`config.mk`:
```
export PLATFORM = sky130hd
export DESIGN_NAME = tristate_remote_frame_encoder
export DESIGN_NICKNAME = d
export VERILOG_FILES = /design/src/sv/trfe_pkg.sv /design/src/sv/trfe_csr.sv /design/src/sv/trfe_core.sv /design/src/sv/tristate_remote_frame_encoder.sv
export SDC_FILE = /design/constraint.sdc
export NUM_CORES = 1
export LEC_CHECK = 0
export BUFFER_PORTS_ARGS = -buffer_cell sky130_fd_sc_hd__buf_2
export CAP_MARGIN = 15
export CORE_UTILIZATION = 45
export CTS_BUF_LIST = sky130_fd_sc_hd__clkbuf_2
export CTS_CLUSTER_SIZE = 24
export DETAILED_ROUTE_END_ITERATION = 6
export PLACE_DENSITY = 0.6
export SLEW_MARGIN = 20
export SYNTH_ARGS = -nofsm -noshare
export SYNTH_HDL_FRONTEND = slang
export SYNTH_SLANG_ARGS = --single-unit
export TNS_END_PERCENT = 20
```
`constraint.sdc`:
```
create_clock -name clock -period 5.15 [get_ports clock]
set_clock_uncertainty 0.2 [all_clocks]
set_input_delay 0.7725 -clock clock [delete_from_list [all_inputs] [get_ports clock]]
set_output_delay 0.7725 -clock clock [all_outputs]
set_load 0.05 [all_outputs]
```
`src/sv/trfe_pkg.sv`:
```
`default_nettype none
package trfe_pkg;

   localparam int unsigned DurWidth   = 14;
   localparam int unsigned RepWidth   = 8;
   localparam int unsigned SlotWidth  = 4;
   localparam int unsigned CsrIdxWidth = 2;

   // slot that holds the sync pulse, after the twelve trits
   localparam logic [SlotWidth-1:0] SYNC_SLOT = 4'd12;

   // configuration register indexes
   localparam logic [CsrIdxWidth-1:0] CSR_SHORT_TICKS    = 2'd0;
   localparam logic [CsrIdxWidth-1:0] CSR_LONG_TICKS     = 2'd1;
   localparam logic [CsrIdxWidth-1:0] CSR_SYNC_GAP_TICKS = 2'd2;

   localparam logic [DurWidth-1:0] SHORT_TICKS_RESET    = 14'd222;
   localparam logic [DurWidth-1:0] LONG_TICKS_RESET     = 14'd445;
   localparam logic [DurWidth-1:0] SYNC_GAP_TICKS_RESET = 14'd10656;

   typedef struct packed {
      logic                mode;
      logic [1:0]          house;
      logic [1:0]          unit;
      logic                switch_on;
      logic [RepWidth-1:0] repeat_count;
   } req_word_type;

   typedef struct packed {
      logic line_level;
      logic busy_res;
      logic burst_done;
   } rsp_word_type;

   typedef struct packed {
      logic [DurWidth-1:0] short_ticks;
      logic [DurWidth-1:0] long_ticks;
      logic [DurWidth-1:0] sync_gap_ticks;
   } cfg_type;

endpackage
`default_nettype wire

```
`src/sv/trfe_csr.sv`:
```
`default_nettype none
module trfe_csr
   import trfe_pkg::*;
(
   input  wire logic                   clock,
   input  wire logic                   reset,
   input  wire logic                   csr_valid,
   output logic                        csr_ready,
   input  wire logic [CsrIdxWidth-1:0] csr_index,
   input  wire logic [DurWidth-1:0]    csr_data,
   output cfg_type                     cfg
);

   cfg_type cfg_ff;
   cfg_type cfg_in;

   assign csr_ready = 1'b1;
   assign cfg       = cfg_ff;

   always_comb begin
      cfg_in = cfg_ff;
      if (csr_valid) begin
         unique case (csr_index)
            CSR_SHORT_TICKS:    cfg_in.short_ticks    = csr_data;
            CSR_LONG_TICKS:     cfg_in.long_ticks     = csr_data;
            CSR_SYNC_GAP_TICKS: cfg_in.sync_gap_ticks = csr_data;
            default:            cfg_in                = cfg_ff;
         endcase
      end
   end

   always_ff @(posedge clock) begin
      if (reset) begin
         cfg_ff.short_ticks    <= SHORT_TICKS_RESET;
         cfg_ff.long_ticks     <= LONG_TICKS_RESET;
         cfg_ff.sync_gap_ticks <= SYNC_GAP_TICKS_RESET;
      end else begin
         cfg_ff <= cfg_in;
      end
   end

endmodule
`default_nettype wire

```
`src/sv/trfe_core.sv`:
```
`default_nettype none
module trfe_core
   import trfe_pkg::*;
(
   input  wire logic         clock,
   input  wire logic         reset,
   input  wire logic         fire,
   input  wire req_word_type word,
   input  wire cfg_type      cfg,
   output rsp_word_type      rsp
);

   logic                 sending_ff, sending_in;
   logic [RepWidth-1:0]  reps_ff, reps_in;
   logic [SlotWidth-1:0] slot_ff, slot_in;
   logic                 pulse_ff, pulse_in;
   logic                 low_ff, low_in;
   logic [DurWidth-1:0]  cnt_ff, cnt_in;
   logic [4:0]           code_ff, code_in;

   logic                 trit;
   logic [SlotWidth-1:0] unit_slot;
   logic [DurWidth-1:0]  dur;
   logic [DurWidth-1:0]  dur_eff;
   logic [DurWidth:0]    cnt_inc;
   logic                 phase_end;
   logic [RepWidth-1:0]  reps_dec;

   // one-cold house and unit, fixed 1001, then activation
   assign unit_slot = slot_ff - 4'd4;
   always_comb begin
      if (slot_ff < 4'd4) begin
         trit = (slot_ff[1:0] != code_ff[1:0]);
      end else if (slot_ff < 4'd7) begin
         trit = (unit_slot[1:0] != code_ff[3:2]);
      end else if (slot_ff == 4'd7 || slot_ff == 4'd10) begin
         trit = 1'b1;
      end else if (slot_ff < 4'd10) begin
         trit = 1'b0;
      end else begin
         trit = code_ff[4];
      end
   end

   always_comb begin
      if (slot_ff >= SYNC_SLOT) begin
         dur = low_ff ? cfg.sync_gap_ticks : cfg.short_ticks;
      end else if (trit && pulse_ff) begin
         dur = low_ff ? cfg.short_ticks : cfg.long_ticks;
      end else begin
         dur = low_ff ? cfg.long_ticks : cfg.short_ticks;
      end
   end

   assign dur_eff   = (dur == '0) ? {{(DurWidth-1){1'b0}}, 1'b1} : dur;
   assign cnt_inc   = {1'b0, cnt_ff} + {{DurWidth{1'b0}}, 1'b1};
   assign phase_end = cnt_inc >= {1'b0, dur_eff};
   assign reps_dec  = reps_ff - {{(RepWidth-1){1'b0}}, 1'b1};

   always_comb begin
      sending_in = sending_ff;
      reps_in    = reps_ff;
      slot_in    = slot_ff;
      pulse_in   = pulse_ff;
      low_in     = low_ff;
      cnt_in     = cnt_ff;
      code_in    = code_ff;
      rsp        = '0;
      if (word.mode) begin
         if (!sending_ff) begin
            code_in    = {word.switch_on, word.unit, word.house};
            slot_in    = '0;
            pulse_in   = 1'b0;
            low_in     = 1'b0;
            cnt_in     = '0;
            reps_in    = word.repeat_count;
            sending_in = (word.repeat_count != '0);
            rsp.line_level = (word.repeat_count != '0);
         end else begin
            rsp.line_level = !low_ff;
         end
         rsp.busy_res = sending_in;
      end else if (sending_ff) begin
         rsp.line_level = !low_ff;
         rsp.busy_res   = 1'b1;
         if (phase_end) begin
            cnt_in = '0;
            if (!low_ff) begin
               low_in = 1'b1;
            end else begin
               low_in = 1'b0;
               if (slot_ff >= SYNC_SLOT) begin
                  slot_in  = '0;
                  pulse_in = 1'b0;
                  reps_in  = reps_dec;
                  if (reps_dec == '0) begin
                     sending_in     = 1'b0;
                     rsp.burst_done = 1'b1;
                  end
               end else if (!pulse_ff) begin
                  pulse_in = 1'b1;
               end else begin
                  pulse_in = 1'b0;
                  slot_in  = slot_ff + 4'd1;
               end
            end
         end else begin
            cnt_in = cnt_inc[DurWidth-1:0];
         end
      end
   end

   always_ff @(posedge clock) begin
      if (reset) begin
         sending_ff <= 1'b0;
         reps_ff    <= '0;
         slot_ff    <= '0;
         pulse_ff   <= 1'b0;
         low_ff     <= 1'b0;
         cnt_ff     <= '0;
         code_ff    <= '0;
      end else if (fire) begin
         sending_ff <= sending_in;
         reps_ff    <= reps_in;
         slot_ff    <= slot_in;
         pulse_ff   <= pulse_in;
         low_ff     <= low_in;
         cnt_ff     <= cnt_in;
         code_ff    <= code_in;
      end
   end

endmodule
`default_nettype wire

```
`src/sv/tristate_remote_frame_encoder.sv`:
```
// path: a word taken on req passes the input register, then the result register, to rsp,
//    and waits there while rsp is stalled
// throughput: one word per cycle while rsp is not stalled; the encoder state loop is combinational
// reset: synchronous, active high; clears both pipeline valids and the burst state
//    (idle) and loads the duration registers with 222 / 445 / 10656 ticks
`default_nettype none
module tristate_remote_frame_encoder
   import trfe_pkg::*;
(
   input  wire logic                   clock,
   input  wire logic                   reset,
   // request channel
   input  wire logic                   req_valid,
   output logic                        req_stall,
   input  wire req_word_type           req_data,
   // response channel
   output logic                        rsp_valid,
   input  wire logic                   rsp_stall,
   output rsp_word_type                rsp_data,
   // register write channel
   input  wire logic                   csr_valid,
   output logic                        csr_ready,
   input  wire logic [CsrIdxWidth-1:0] csr_index,
   input  wire logic [DurWidth-1:0]    csr_data
);

   // input register
   logic         in_vld_ff, in_vld_in;
   req_word_type in_word_ff;

   // result register
   logic         out_vld_ff, out_vld_in;
   rsp_word_type out_word_ff;

   logic         req_take;
   logic         out_free;
   logic         fire;
   rsp_word_type core_rsp;
   cfg_type      cfg;

   // the result register can load when empty or being drained this cycle
   assign out_free = !out_vld_ff || !rsp_stall;
   // the word in the input register goes through the encoder and into the result register
   assign fire     = in_vld_ff && out_free;
   // input register is refilled whenever its word moves on or it is empty
   assign req_stall = in_vld_ff && !out_free;
   assign req_take  = req_valid && !req_stall;

   assign in_vld_in  = req_take || (in_vld_ff && !out_free);
   assign out_vld_in = out_free ? in_vld_ff : out_vld_ff;

   trfe_csr u_csr (
      .clock     (clock),
      .reset     (reset),
      .csr_valid (csr_valid),
      .csr_ready (csr_ready),
      .csr_index (csr_index),
      .csr_data  (csr_data),
      .cfg       (cfg)
   );

   // burst sequencer: state advances only when a word fires
   trfe_core u_core (
      .clock (clock),
      .reset (reset),
      .fire  (fire),
      .word  (in_word_ff),
      .cfg   (cfg),
      .rsp   (core_rsp)
   );

   always_ff @(posedge clock) begin
      if (reset) begin
         in_vld_ff  <= 1'b0;
         out_vld_ff <= 1'b0;
      end else begin
         in_vld_ff  <= in_vld_in;
         out_vld_ff <= out_vld_in;
      end
   end

   // payload registers, no reset
   always_ff @(posedge clock) begin
      if (req_take) begin
         in_word_ff <= req_data;
      end
      if (fire) begin
         out_word_ff <= core_rsp;
      end
   end

   assign rsp_valid = out_vld_ff;
   assign rsp_data  = out_word_ff;

endmodule
`default_nettype wire

```
==> results_dict.tcl <==
set metrics [dict create \
    status "finished, final reports clean" \
    synth_edf_count 17 \
    nFillCells 1056 \
    ctsHoldBuffers 0 \
    cts_max_level 3 \
    power.leakage_uw 0.002226 \
    comb_power_share 0.101 \
    postSynthCellCount 599 \
    wirelength_um 11740 \
    num-nets-final 677 \
    synth_top_family_by_area "simple AND/OR/NAND/NOR gates" \
    cpMaxStageDelayCell "dfxtp_1" \
    dr_wl_met3_um 465 \
    grt_usage 0.2188 \
    top_layer_used "met4" \
    timing.fmax_mhz 212.8 \
    num_vias 4219 \
    holdWs_ns 0.1072 \
    fin_cells 766 \
    fin_ws_ns 0.4499 \
    mostFrequentLayoutCells "nand2_1 (124), dfxtp_1 (78), a21oi_1 (50)" \
    multi_input_area_sq_mm 0.002789 \
    hp-class "primary input to flop" \
    final_area_sq_mm 0.005406 \
    ys_warn_count 0 \
    endpoint_kind "flop" \
    crit_chain "o21ba_2 > o21ai_0 > nand4bb_1 > buf_4 > o211a_1 > a211oi_1 > and2_1 > nand4_1 > nand4b_1 > o31ai_2 > ha_1 > nand2b_1 > a21o_1 > a21o_1 > a21oi_1 > o21a_1 > o21ai_0 > buf_4 > a21oi_4 > mux2i_1 > o21ai_0" \
    slew_violations 0 \
    period_minus_slack_ns 4.700 \
    cts_buffers 9 \
    cp.required_ns 5.48 \
    overflow 0 \
    switching_share 0.2732 \
    routedWlPerCell_um 15.33 \
    dp_cells 750 \
    synth_xor_area_frac 0.05388 \
    max-slew-margin-rel 0.2793 \
    clkPwrFrac 0.281 \
    io_pins 41 \
    async_flop_share 0 \
    synth-simple-area-share 0.2649 \
    numClockSinks 95 \
    start_util 0.4627 \
    finalHoldViolCount 0 \
    dr.pass1.iters 4 \
    syn_area_per_cell_sq_um 8.374 \
    cts.repair.resized 0 \
    coreArea_sq_mm 0.01084 \
    portBuffers 39 \
    drt-initial-drc-count 202 \
    grt_max_degree 41 \
    seq_power_share 0.618 \
    area_growth_pct 7.783 \
    synth_flop_cell "dfxtp_1" \
    synth_fa_ha_area_frac 0.05238 \
    cp-start-kind "flop" \
    postRouteAntennaNets 0 \
    ir_drop_mv 0.1644 \
    dieWidth_um 107.6 \
    final_common_cell "nand2_1" \
    num_antenna_cells 0 \
    synth_nets 655 \
    cts_tree "done" \
    die_y_um 107.6 \
    setup_violations 0 \
    grt_pass1_wl_um 19600 \
    crit_path_max_incr_delay_ns 0.45 \
    crit_path_max_fanout 11 \
    drc 0 \
    clkLatencyLatePin_ns 0.63 \
    rrSetupSlack_ns 0.45 \
    antenna_found_initial 0 \
    place_worst_setup_slack_ns 0.2689 \
    ctsLongestPathBuffers 2 \
    grt_pass1_vias 4033 \
    clk_root_buffer_cell "clkbuf_2" \
    cap_violations 0 \
    ys_types 64 \
    synth_area_sq_mm 0.005016 \
    cts_setup_buffers 0 \
    dieArea_sq_mm 0.01157 \
    ys_seq_area_frac 0.4131 \
    crit_arrival_ns 5.03 \
    clk_pin_slew_ns 0.25 \
    fin_tns_setup_ns 0 \
    gp_congestion 0.8340 \
    switchingPower_uw 356.5 \
    rsz0062_at_grt "false" \
    row_count 38 \
    synth_compound_area_frac 0.1761 \
    internal_power_uw 948.6 \
    drive_gt1_frac 0.1214 \
    regArea_sq_mm 0.002072 \
    placed_area_sq_mm 0.005283 \
    min_period_over_period 0.9126 \
    crit_top_cell "o21ai_0" \
    wl_met1_um 5313 \
    viasPerCell 5.508 \
    powerDensity_mw_per_mm2 241.4 \
    path_class "flop to flop" \
    muxShareOfSynthArea 0.003991 \
    hpwl_um 8408 \
    worstMarginPinSlew_ns 1.077 \
    ys_seq_elements 95 \
    wl_met2_um 5802 \
]
==> Yosys cell counts, types with 3 or more instances <==
library cell | n | share of area
clkbuf_1 | 27 | 0.020
and3_1 | 10 | 0.012
nand2_1 | 124 | 0.093
a21oi_1 | 50 | 0.050
nand3b_1 | 20 | 0.030
nor4_1 | 5 | 0.0062
nor3_1 | 5 | 0.0050
o21ai_0 | 14 | 0.014
nor3b_1 | 4 | 0.0060
ha_1 | 21 | 0.052
xor2_1 | 18 | 0.031
nand2b_1 | 4 | 0.0050
inv_1 | 6 | 0.0045
nor2_1 | 42 | 0.031
a21o_1 | 16 | 0.024
nand3_1 | 22 | 0.022
o211a_1 | 3 | 0.0060
edfxtp_1 | 17 | 0.10
a31oi_1 | 3 | 0.0037
xnor2_1 | 11 | 0.019
a211oi_1 | 7 | 0.010
nand4_1 | 7 | 0.0087
dfxtp_1 | 78 | 0.31
and2_1 | 8 | 0.010
nor2b_1 | 5 | 0.0062
o22ai_1 | 19 | 0.024
==> stage by stage <==
stage | power, uW | util
5_1_grt | 1367 | 0.4987
3_5_place_dp | 952.0 | 0.4873
3_3_place_gp | 948.6 | 0.4873
4_1_cts | 1316 | 0.4969
2_1_floorplan | 906.3 | -
6_report | 1305 | 0.4987
==> sequential cells by signal, indices dropped and copies added (netlist names) <==
| signal | cells |
|---|---|
| u_csr.cfg | 42 |
| in_word_ff | 14 |
| u_core.cnt_ff | 14 |
| u_core.reps_ff | 8 |
| u_core.code_ff | 5 |
| u_core.slot_ff | 4 |
| rsp_data | 3 |
| in_vld_ff | 1 |
| rsp_valid | 1 |
| u_core.low_ff | 1 |
| u_core.pulse_ff | 1 |
| u_core.sending_ff | 1 |
==> power by group through the flow <==
stage / sequential (uW) / clock, uW / combinational [uW]
after floorplan: 818 / 0 / 88.8
after global placement: 820 / 0 / 128
final: 807 / 367 / 132
after CTS: 807 / 378 / 132
after detailed placement: 821 / 0 / 131
after global routing: 811 / 407 / 148
==> final timing paths <==
check | endpoint | start | cells past startpoint
max | u_core.reps_ff[6]$_SDFFE_PP0P_ | u_core.slot_ff[2]$_SDFFE_PP0P_ | 21
max reg2reg | u_core.reps_ff[6]$_SDFFE_PP0P_ | u_core.slot_ff[2]$_SDFFE_PP0P_ | 21
min reg2reg | u_csr.cfg[15]$_SDFFE_PP0P_ | u_csr.cfg[15]$_SDFFE_PP0P_ | 2
min | in_word_ff[6]$_DFFE_PP_ | req_data[6] | 1
==> critical path, delay by kind of cell (launching register included) <==
kind                       cells  cell delay, ns
muxes                          1            0.21
adders and majority gates      1            0.25
DFF                            1            0.45
AOI/OAI and AO/OA             12            2.10
and+or+nand+nor                5            0.97
buffers and inverters          2            0.45
==> logic make-up (layout without fill, tap and decap cells) <==
| group | count (synthesis) | after routing |
|---|---|---|
| AOI/OAI and AO/OA | 136 | 136 |
| xor gates and xnor gates | 30 | 30 |
| adders and majority gates | 21 | 21 |
| buffers and inverters | 41 | 68 |
| DFF | 95 | 95 |
| muxes | 2 | 2 |
| other | 1 | 1 |
| and+or+nand+nor | 273 | 273 |
==> routing by layer <==
layer  vias up  GRT usage
li1       2157          -
met1      1959     0.2701
met2        93     0.3732
met3        10    0.03511
met4         0    0.09785
met5         -          0
==> area by class of cell <==
cell class                      count  share of cell area
Multi-Input combinational cell    463              0.5159
Sequential cell                    95              0.3832
Timing Repair Buffer               45             0.04443
Tap cell                          140             0.03240
Clock buffer                       11             0.01018
Clock inverter                      5            0.009026
Inverter                            7            0.004860
(Power assumes the default switching activity.)
